==> config.mk <==
export PLATFORM = sky130hd
export DESIGN_NAME = lpr_ctrl
export DESIGN_NICKNAME = d
export VERILOG_FILES = /design/src/rtl/lpr_pkg.sv /design/src/rtl/lpr_ctrl.sv
export SDC_FILE = /design/constraint.sdc
export NUM_CORES = 1
export LEC_CHECK = 0
export BUFFER_PORTS_ARGS = -buffer_cell sky130_fd_sc_hd__buf_4
export CORE_AREA = 10 10 47 49
export CTS_CLUSTER_DIAMETER = 50
export DETAILED_ROUTE_END_ITERATION = 8
export DIE_AREA = 0 0 57 59
export PLACE_DENSITY = 0.68
export SLEW_MARGIN = 15
export SYNTH_ARGS = -nofsm -noshare
export SYNTH_HDL_FRONTEND = slang
export SYNTH_SLANG_ARGS = --single-unit
==> constraint.sdc <==
create_clock -name clock -period 1.15 [get_ports clock]
set_input_delay 0.0575 -clock clock [delete_from_list [all_inputs] [get_ports clock]]
set_output_delay 0.0575 -clock clock [all_outputs]
set_load 0.01 [all_outputs]
==> src/rtl/lpr_pkg.sv <==
// ----------------------------------------------------------------------------
// lpr_pkg: shared definitions for the length-prefixed packet ring.
// Field widths, default sizes, operation and status codes, and the command
// and status bundles between the controller and the datapath.
// ----------------------------------------------------------------------------
package lpr_pkg;

   // Default sizes for the top-level parameters.
   localparam int RING_BYTES_DEF   = 4096;
   localparam int RESERVE_BYTES_DEF = 8;
   localparam int HEADER_BYTES_DEF = 4;

   // Widths of the transaction fields.
   localparam int OPCODE_W   = 2;
   localparam int LEN_W      = 13;
   localparam int DATA_W     = 8;
   localparam int STATUS_W   = 3;
   localparam int FREE_OUT_W = 13;
   localparam int FREE_SAT   = (1 << FREE_OUT_W) - 1;

   // Request operations.
   typedef enum logic [OPCODE_W-1:0] {
      OP_START = 2'd0,
      OP_PUT   = 2'd1,
      OP_GET   = 2'd2
   } op_type;

   // Response status codes.
   typedef enum logic [STATUS_W-1:0] {
      ST_OK      = 3'd0,
      ST_EMPTY   = 3'd1,
      ST_FULL    = 3'd2,
      ST_CORRUPT = 3'd3,
      ST_SEQ     = 3'd4
   } status_type;

   // Commands from the controller to the datapath.
   typedef struct packed {
      logic       load;          // capture the accepted request
      logic       hdr_wr_start;  // open a put: cursor to write pointer
      logic       hdr_wr_step;   // write one header byte
      logic       put_byte;      // store one data byte
      logic       hdr_rd_start;  // begin reading a header
      logic       hdr_rd_step;   // collect one header byte
      logic       get_byte;      // return one data byte
      logic       clear;         // drop all pointers after a corrupt header
      logic       finish;        // the response is ready this cycle
      status_type code;          // status of that response
   } cmd_type;

   // Status from the datapath to the controller.
   typedef struct packed {
      logic [OPCODE_W-1:0] op;
      logic                wr_open;
      logic                rd_open;
      logic                empty;
      logic                short_ring;
      logic                len_bad;
      logic                hdr_last;
      logic                hdr_bad;
      logic                slot_free;
   } dp_stat_type;

endpackage

==> src/rtl/lpr_ctrl.sv <==
// ----------------------------------------------------------------------------
// lpr_ctrl: controller of the packet ring.
// Takes one request transaction at a time and steps the datapath through
// header writes, header reads and single-byte moves.
// ----------------------------------------------------------------------------
module lpr_ctrl (
   input  logic                 clock,
   input  logic                 reset,
   input  logic                 req_valid,
   output logic                 req_ready,
   input  lpr_pkg::dp_stat_type stat,
   output lpr_pkg::cmd_type     cmd
);

   typedef enum logic [2:0] {
      S_IDLE,
      S_EXEC,
      S_HDR_WR,
      S_HDR_RD,
      S_RD_DATA
   } state_type;

   state_type state_ff, state_in;

   // Next state and commands.
   always_comb begin
      state_in  = state_ff;
      req_ready = 1'b0;
      cmd       = '0;
      cmd.code  = lpr_pkg::ST_OK;

      unique case (state_ff)
         S_IDLE: begin
            req_ready = stat.slot_free;
            if (req_valid && stat.slot_free) begin
               cmd.load = 1'b1;
               state_in = S_EXEC;
            end
         end

         // Decode the captured request.
         S_EXEC: begin
            state_in = S_IDLE;
            priority if (stat.op == lpr_pkg::OP_START) begin
               priority if (stat.wr_open) begin
                  cmd.finish = 1'b1;
                  cmd.code   = lpr_pkg::ST_SEQ;
               end else if (stat.len_bad) begin
                  cmd.finish = 1'b1;
                  cmd.code   = lpr_pkg::ST_FULL;
               end else begin
                  cmd.hdr_wr_start = 1'b1;
                  state_in         = S_HDR_WR;
               end
            end else if (stat.op == lpr_pkg::OP_PUT) begin
               cmd.finish = 1'b1;
               if (stat.wr_open) begin
                  cmd.put_byte = 1'b1;
               end else begin
                  cmd.code = lpr_pkg::ST_SEQ;
               end
            end else if (stat.op == lpr_pkg::OP_GET) begin
               priority if (stat.rd_open) begin
                  cmd.get_byte = 1'b1;
                  cmd.finish   = 1'b1;
               end else if (stat.empty) begin
                  cmd.finish = 1'b1;
                  cmd.code   = lpr_pkg::ST_EMPTY;
               end else if (stat.short_ring) begin
                  cmd.clear  = 1'b1;
                  cmd.finish = 1'b1;
                  cmd.code   = lpr_pkg::ST_CORRUPT;
               end else begin
                  cmd.hdr_rd_start = 1'b1;
                  state_in         = S_HDR_RD;
               end
            end else begin
               cmd.finish = 1'b1;
               cmd.code   = lpr_pkg::ST_SEQ;
            end
         end

         // Write the length header, one byte per cycle.
         S_HDR_WR: begin
            cmd.hdr_wr_step = 1'b1;
            if (stat.hdr_last) begin
               cmd.finish = 1'b1;
               state_in   = S_IDLE;
            end
         end

         // Read the length header and check it against the stored bytes.
         S_HDR_RD: begin
            cmd.hdr_rd_step = 1'b1;
            if (stat.hdr_last) begin
               if (stat.hdr_bad) begin
                  cmd.clear  = 1'b1;
                  cmd.finish = 1'b1;
                  cmd.code   = lpr_pkg::ST_CORRUPT;
                  state_in   = S_IDLE;
               end else begin
                  state_in = S_RD_DATA;
               end
            end
         end

         // First data byte of a packet after its header.
         S_RD_DATA: begin
            cmd.get_byte = 1'b1;
            cmd.finish   = 1'b1;
            state_in     = S_IDLE;
         end

         default: begin
            state_in = S_IDLE;
         end
      endcase
   end

   // State register.
   always_ff @(posedge clock) begin
      if (reset) begin
         state_ff <= S_IDLE;
      end else begin
         state_ff <= state_in;
      end
   end

endmodule

# Word level (Yosys, flattened, before mapping)

Index checks and enable logic that the tools add are counted.

Register bits: 3
Input bits: 13
Logic and storage cells: 68

Equality and inequality tests: 9
Multiplexer cells: 54
Reduce and logical (&&, ||, !) cells: 4

Operators with widths:

| kind                 | count |
|---|---|
| $mux W2              | 12 |
| $mux W4              | 6 |
| $mux W1              | 21 |
| $mux W3              | 7 |
| $mux W5              | 3 |
| $pmux W3 S4          | 1 |
| $eq A3 B2 Y1 const B | 2 |
| $ne A2 B2 Y1 const B | 3 |
| $pmux W3 S2          | 1 |
| $pmux W1 S2          | 2 |
| $pmux W1 S4          | 1 |
| $eq A3 B1 Y1 const B | 1 |
| $eq A3 B3 Y1 const B | 1 |
| $logic_not A3 Y1     | 1 |
| $reduce_and A3 Y1    | 1 |
| $eq A2 B1 Y1 const B | 1 |
| $eq A2 B2 Y1 const B | 1 |
| $logic_not A2 Y1     | 1 |
| $logic_and A1 B1 Y1  | 1 |

# Depth between registers and ports, before layout

Gate-level depths: netlist of run 1.

Depth after elaboration: 7
Gate-level depth with buffers: 4
Depth with buffers taken out: 3

# Worst setup path before layout of run 1

Ideal clock, no wire load.

Path kind: reg2reg
From: register state_ff[1]
To: register state_ff[0]
Setup time: 0.086 ns
Data arrival time: 1.040 ns
Data required time: 1.064 ns
Path slack: 0.024 ns
Stages on the path, launching flop included: 5
Path through: dfxtp_1 -> buf_6 -> nor4b_4 -> nand3_2 -> a221oi_2

Longest elaborated chain between the ends: 3
Elaborated cells on any way between the ends: 9
Those cells by class: eq/ne: 6; mux: 1; reduce/logical: 2

RTL lines:

| item                                             | RTL line        | source |
|---|---|---|
| start, declared                                  | lpr_ctrl.sv:23  | `state_type state_ff, state_in;` |
| start signal, assigned                           | lpr_ctrl.sv:125 | `state_ff <= state_in;` |
| $eq A3 B2 Y1 or $logic_not A3 Y1 (tied branches) | lpr_ctrl.sv:32  | `unique case (state_ff)` |
| $ne A2 B2 Y1 (no source line)                    | -               |  |
| $reduce_and A3 Y1 (no source line)               | -               |  |

Parallel ways exist; a longest one is shown, timed or not.
A chain may end at the register's enable or synchronous reset.

==> impl_metrics.yaml, run 1 <==
status:
  status: "finished with violations"
  violations: "negative setup slack"
power_and_ir_drop:
  power_density_nw_per_um2: 579
  total_power_w: 0.000493
  p_leak_nw: 0.378
  irDropWorstVdd_v: 0.000280
routing:
  drc: 0
  vias_per_cell: 4.97
  drt_first_pass_iters: 2
  wirelength_mm: 1.59
  drt_iter0_drc: 3
  wl_per_cell_um: 14.2
  num_vias: 557
  antenna_left: 0
critical_path:
  setup.worst_path.class: "flip-flop to output port"
  crit_chain: "buf_6 > nor4bb_4 > a22oi_1 > nor2_1 > buf_4"
  cp_slowest_cell: "dfxtp_4"
  crit_family: "flip-flops"
  required_ns: 1.09
  critPathMaxFanout: 5
  worst-path-buf-inv: 2
  critical_path_arrival_ns: 1.31
  r2r_cells: 5
  cpPeakStageDelay_ns: 0.37
  worst_setup_path_start_kind: "flip-flop"
  r2r-start: "state_ff[1]"
  r2r_end: "state_ff[0]"
  r2r_slack_ns: -0.17
  critPathCaptureType: "output port"
timing:
  finalSetupViolCount: 15
  rsz0062_at_grt: "yes"
  min_period_ns: 1.37
  setup_ws_ns: -0.219
  holdWs_ns: 0.108
  relSlewSlack_pct: 74.8
  finalHoldViolCount: 0
  tightestPinTransition_ns: 0.377
  fin_skew_ns: 0.00355
  fmax_mhz: 730
  drv_slew: 0
  post-route-period-util_pct: 119
clock_tree:
  clock-root-buffer: "clkbuf_4"
  clock_sinks: 3
  cts_tree: "yes"
  path_clk_slew_ns: 0.04
  cts_max_level: 1
  clock_path_buffers: 2
  cts_buffers: 3
  clock_latency_ns: 0.24
placed_design:
  port_buffers: 25
  pre_cts_ws_ns: -0.0428
  place.gp.congestion: 0.802
  post-dp-hpwl_mm: 1.17
min_path:
  min_from: "stat[2]"
  worstHoldEndpoint: "state_ff[2]"
  hold_class: "primary input to flip-flop"
  holdPathStages: 3
global_routing:
  grt_pass1_vias: 606
  grt_first_pass_wirelength_mm: 2.60
  grt_usage_pct: 9.41
  antenna_found_initial: 0
  grt-ovfl-total: 0
  grt_max_degree: 8
floorplanning:
  start_util_pct: 29.2
  coreArea_um2: 1400
  rows: 14
  die-height_um: 59
  ios: 26
  die_width_um: 57
  die_area_um2: 3360
cells_and_area:
  top_regs: "state_ff (3)"
  multi_input_area_um2: 380
  final_cell_mix: "31 x buf_4, 8 x buf_6, 5 x o21ai_1"
  regMostFlops: "state_ff"
  area_growth_pct: 108
  drive_gt1_share_pct: 61.5
  antenna_cells: 0
  final_common_cell: "buf_4"
  n_fill_cell: 127
  final_nets: 110
  largest_register_ffs: 3
  regArea_um2: 71.3
synth:
  syn_avg_cell_area_um2: 7.58
  synth_edf_count: 0
  ys_seq_area_share_pct: 14.7
  ys_ff_latch: 3
  synth_cell_types: 32
  syn-num-nets: 67
  yosys.area.top_type_share_pct: 14.7
  netlist_area_um2: 409
  synth_cells: 54
  synthFlopType: "dfxtp_1"
  synthTopCellsByArea: "dfxtp_1 15%, nor4b_4 5.8%, nor4bb_1 4.9%"
  async_reset_ff_share_pct: 0
  synth_warnings: 0
  yosysTopAreaCell: "dfxtp_1"
job:
  maxCapViolations: 0
-- metal layers --
layer	part of all wire [%]	track usage, %	up-vias
li1	-	-	283
met1	39	9.94	250
met2	50	15.2	21
met3	9.7	4.51	3
met4	0.88	5.03	0
met5	0	0	-
-- final cells by class --
| type | instances | share of cell area [%] |
|---|---|---|
| well taps | 16 | 2.35 |
| multi-input cells | 45 | 44.6 |
| flip-flops and latches | 3 | 8.37 |
| clock buffers | 4 | 3.08 |
| inverters | 3 | 1.32 |
| repair buffers | 41 | 40.2 |
-- per-stage QoR --
step / utilization, % / TNS (ns) / std cells / cell area [um^2]
final: 60.8 / -2.33 / 112 / 852
after global routing: 60.8 / -3.27 / 112 / 852
after CTS: 56.1 / -2.20 / 110 / 786
after detailed placement: 47.7 / -0.187 / 102 / 668
after global placement: 47.7 / -0.0356 / 102 / 668
after floorplan: - / 0 / 54 / 409
-- timing repair --
action                                  in CTS  in global routing
endpoints found under the hold margin        2                  0
setup buffers                                4                  2
pin swaps                                   16                  7
endpoints found under the setup margin      15                 15
resized for setup                           16                 13
hold buffers                                 2                  0
-- cells by family (layout without fill, tap and decap cells) --
logic type / after synthesis / after routing / share of synthesized area, %
buf+inv: 6 / 48 / 8.56
simple gates: 30 / 30 / 51.1
compound gates: 14 / 14 / 23.5
flops: 3 / 3 / 14.7
xor+xnor: 1 / 1 / 2.14
-- worst max path at each step --
stage | start | to | slack (ns) | depth (start not counted)
after floorplan | state_ff[1] | state_ff[0] | 0.02 | 4
after global placement | state_ff[2] | state_ff[1] | -0.01 | 4
after detailed placement | state_ff[2] | cmd[5] | -0.04 | 5
after CTS | state_ff[2] | cmd[5] | -0.24 | 5
after global routing | state_ff[2] | cmd[5] | -0.34 | 5
final | state_ff[2] | cmd[5] | -0.22 | 5
-- Yosys cell counts, types with 2 or more instances --
master and instances:
nor2_1 5, o21ai_1 4, and2_1 3, dfxtp_1 3, inv_1 3, nand2_1 3
nand2b_1 3, nor2b_1 3, a21oi_1 2, nor3_1 2, nor4bb_1 2
-- tightest hold or removal path: stages --
cell and delay (ns):
buf_4 0.13, nand3_1 0.07, nor3_1 0.04
-- power breakdown --
part / switching (W) / internal, W / total, W
logic: 0.0000795 / 0.000108 / 0.000188
clock network: 0.0000666 / 0.000131 / 0.000197
registers: 0.00000485 / 0.000103 / 0.000108
(Power assumes the default switching activity.)
==> run 2, diff against run 1 <==
--- a/config.mk
+++ b/config.mk
@@ -7,6 +7,7 @@
 export LEC_CHECK = 0
 export BUFFER_PORTS_ARGS = -buffer_cell sky130_fd_sc_hd__buf_4
 export CORE_AREA = 10 10 47 49
+export CTS_BUF_LIST = sky130_fd_sc_hd__clkbuf_4 sky130_fd_sc_hd__clkbuf_8
 export CTS_CLUSTER_DIAMETER = 50
 export DETAILED_ROUTE_END_ITERATION = 8
 export DIE_AREA = 0 0 57 59
==> run 2 against run 1 <==
The flow still finishes with violations (negative setup slack). Cell count grew 1.8%. Flip-flop and latch count is the same. Global-route usage shrank 0.13 points. First-iteration DRC count shrank 67%. Total power grew 5.2%. Critical path depth is the same. Wire length grew 1.0%. Largest cell class unchanged. Final area grew 2.8%. Combinational power grew 3%. Clock power grew 11%.
==> impl_metrics.yaml, run 2 (synthesis results as in run 1) <==
global_routing:
  grt-ovfl-total: 0
  grt_first_pass_wirelength_mm: 2.57
  grt_max_degree: 8
  antenna_found_initial: 0
  grt_pass1_vias: 608
  grt_usage_pct: 9.28
critical_path:
  crit_family: "simple AND/OR/NAND/NOR gates"
  cp_slowest_cell: "dfxtp_4"
  setup.worst_path.class: "flip-flop to output port"
  cp-startpoint: "state_ff[1]"
  critical_path_arrival_ns: 1.33
  crit_chain: "nor4b_4 > buf_4 > nand3_4 > inv_2 > buf_6"
  cpPeakStageDelay_ns: 0.36
  worst-path-buf-inv: 3
  critPathCaptureType: "output port"
  critPathMaxFanout: 6
  r2r-start: "state_ff[1]"
  worst_setup_path_start_kind: "flip-flop"
  required_ns: 1.09
power_and_ir_drop:
  power_density_nw_per_um2: 592
  p_leak_nw: 0.391
  irDropWorstVdd_v: 0.000318
  total_power_w: 0.000519
routing:
  drc: 0
  wirelength_mm: 1.61
  maxUsedRoutingLayer: "met4"
  route.met3.wl_um: 152
  antenna_left: 0
  drt_first_pass_iters: 2
  wl_met2_um: 817
  drt_iter0_drc: 1
  wl_per_cell_um: 14.1
  num_vias: 580
  wl_met1_um: 622
  vias_per_cell: 5.09
status:
  status: "finished with violations"
  violations: "negative setup slack"
floorplanning:
  start_util_pct: 29.2
  coreArea_um2: 1400
  die_area_um2: 3360
  die-height_um: 59
  rows: 14
  die_width_um: 57
  ios: 26
timing:
  setup_ws_ns: -0.241
  finalHoldViolCount: 0
  rsz0062_at_grt: "yes"
  fin_skew_ns: 0.00562
  tightestPinTransition_ns: 0.388
  fmax_mhz: 719
  min_period_ns: 1.39
  post-route-period-util_pct: 121
  fin_tns_setup_ns: -2.48
  drv_slew: 0
  relSlewSlack_pct: 74.1
  finalSetupViolCount: 15
cells_and_area:
  final_cell_mix: "33 x buf_4, 8 x buf_6, 5 x o21ai_1"
  final_common_cell: "buf_4"
  largest_register_ffs: 3
  n_fill_cell: 129
  regMostFlops: "state_ff"
  antenna_cells: 0
  final_nets: 112
  area_growth_pct: 114
  finish.utilization_pct: 62.5
  drive_gt1_share_pct: 64.3
  top_regs: "state_ff (3)"
clock_tree:
  path_clk_slew_ns: 0.04
  clock_sinks: 3
  clock_latency_ns: 0.24
  clock_path_buffers: 2
  cts_max_level: 1
  cts_tree: "yes"
  clock-root-buffer: "clkbuf_4"
  cts_buffers: 3
placed_design:
  place.gp.congestion: 0.802
  pre_cts_ws_ns: -0.0428
  port_buffers: 25
  post-dp-hpwl_mm: 1.17
job:
  maxCapViolations: 0
min_path:
  min_from: "stat[2]"
  hold_class: "primary input to flip-flop"
run 2: path summary, 6_finish.rpt:
kind / to / slack, ns / cells past startpoint
worst max-delay path: cmd[7] / -0.24 / 5
worst max register to register: state_ff[0] / -0.20 / 5
worst min register to register: state_ff[2] / 0.64 / 3
worst min-delay path: state_ff[2] / 0.11 / 3
run 2: per-stage QoR:
stage / cells / hold WS [ns] / cell area (um^2)
finish: 114 / 0.109 / 876
global route: 114 / 0.111 / 876
CTS: 110 / 0.0978 / 786
detailed placement: 102 / 0.249 / 668
global placement: 102 / 0.239 / 668
floorplan: 54 / 0.124 / 409
run 2: per-layer routing:
metal	global-route usage, %	vias to the layer above
met3	4.51	3
met5	0	-
li1	-	288
met2	14.9	23
met1	9.82	266
met4	5.03	0
run 2: layout make-up:
| type | instances | area [um^2] | share of cell area, % |
|---|---|---|---|
| clock buffer | 4 | 30.0 | 3.43 |
| inverter | 3 | 11.3 | 1.29 |
| multi-input combinational | 45 | 385 | 44.0 |
| sequential | 3 | 71.3 | 8.14 |
| tap | 16 | 20.0 | 2.29 |
| timing repair buffer | 43 | 358 | 40.9 |
run 2: tightest hold or removal path, delay by kind of cell:
| kind | cells | cell delay, ns |
|---|---|---|
| buffers and inverters | 1 | 0.13 |
| and+or+nand+nor | 2 | 0.11 |
run 2: timing repair:
| item | CTS | global route |
|---|---|---|
| endpoints found under the setup margin | 15 | 15 |
| buffers inserted | 4 | 4 |
| endpoints found under the hold margin | 2 | 0 |
| resized for setup | 15 | 15 |
| hold buffers | 2 | 0 |
| pin swaps | 15 | 10 |
run 2: power by group:
| group | internal [W] | leakage, nW | switching, W |
|---|---|---|---|
| Clock | 0.000154 | 0.0184 | 0.0000641 |
| Sequential | 0.000103 | 0.0266 | 0.00000493 |
| Combinational | 0.000112 | 0.346 | 0.0000812 |
| Total | 0.000369 | 0.391 | 0.000150 |
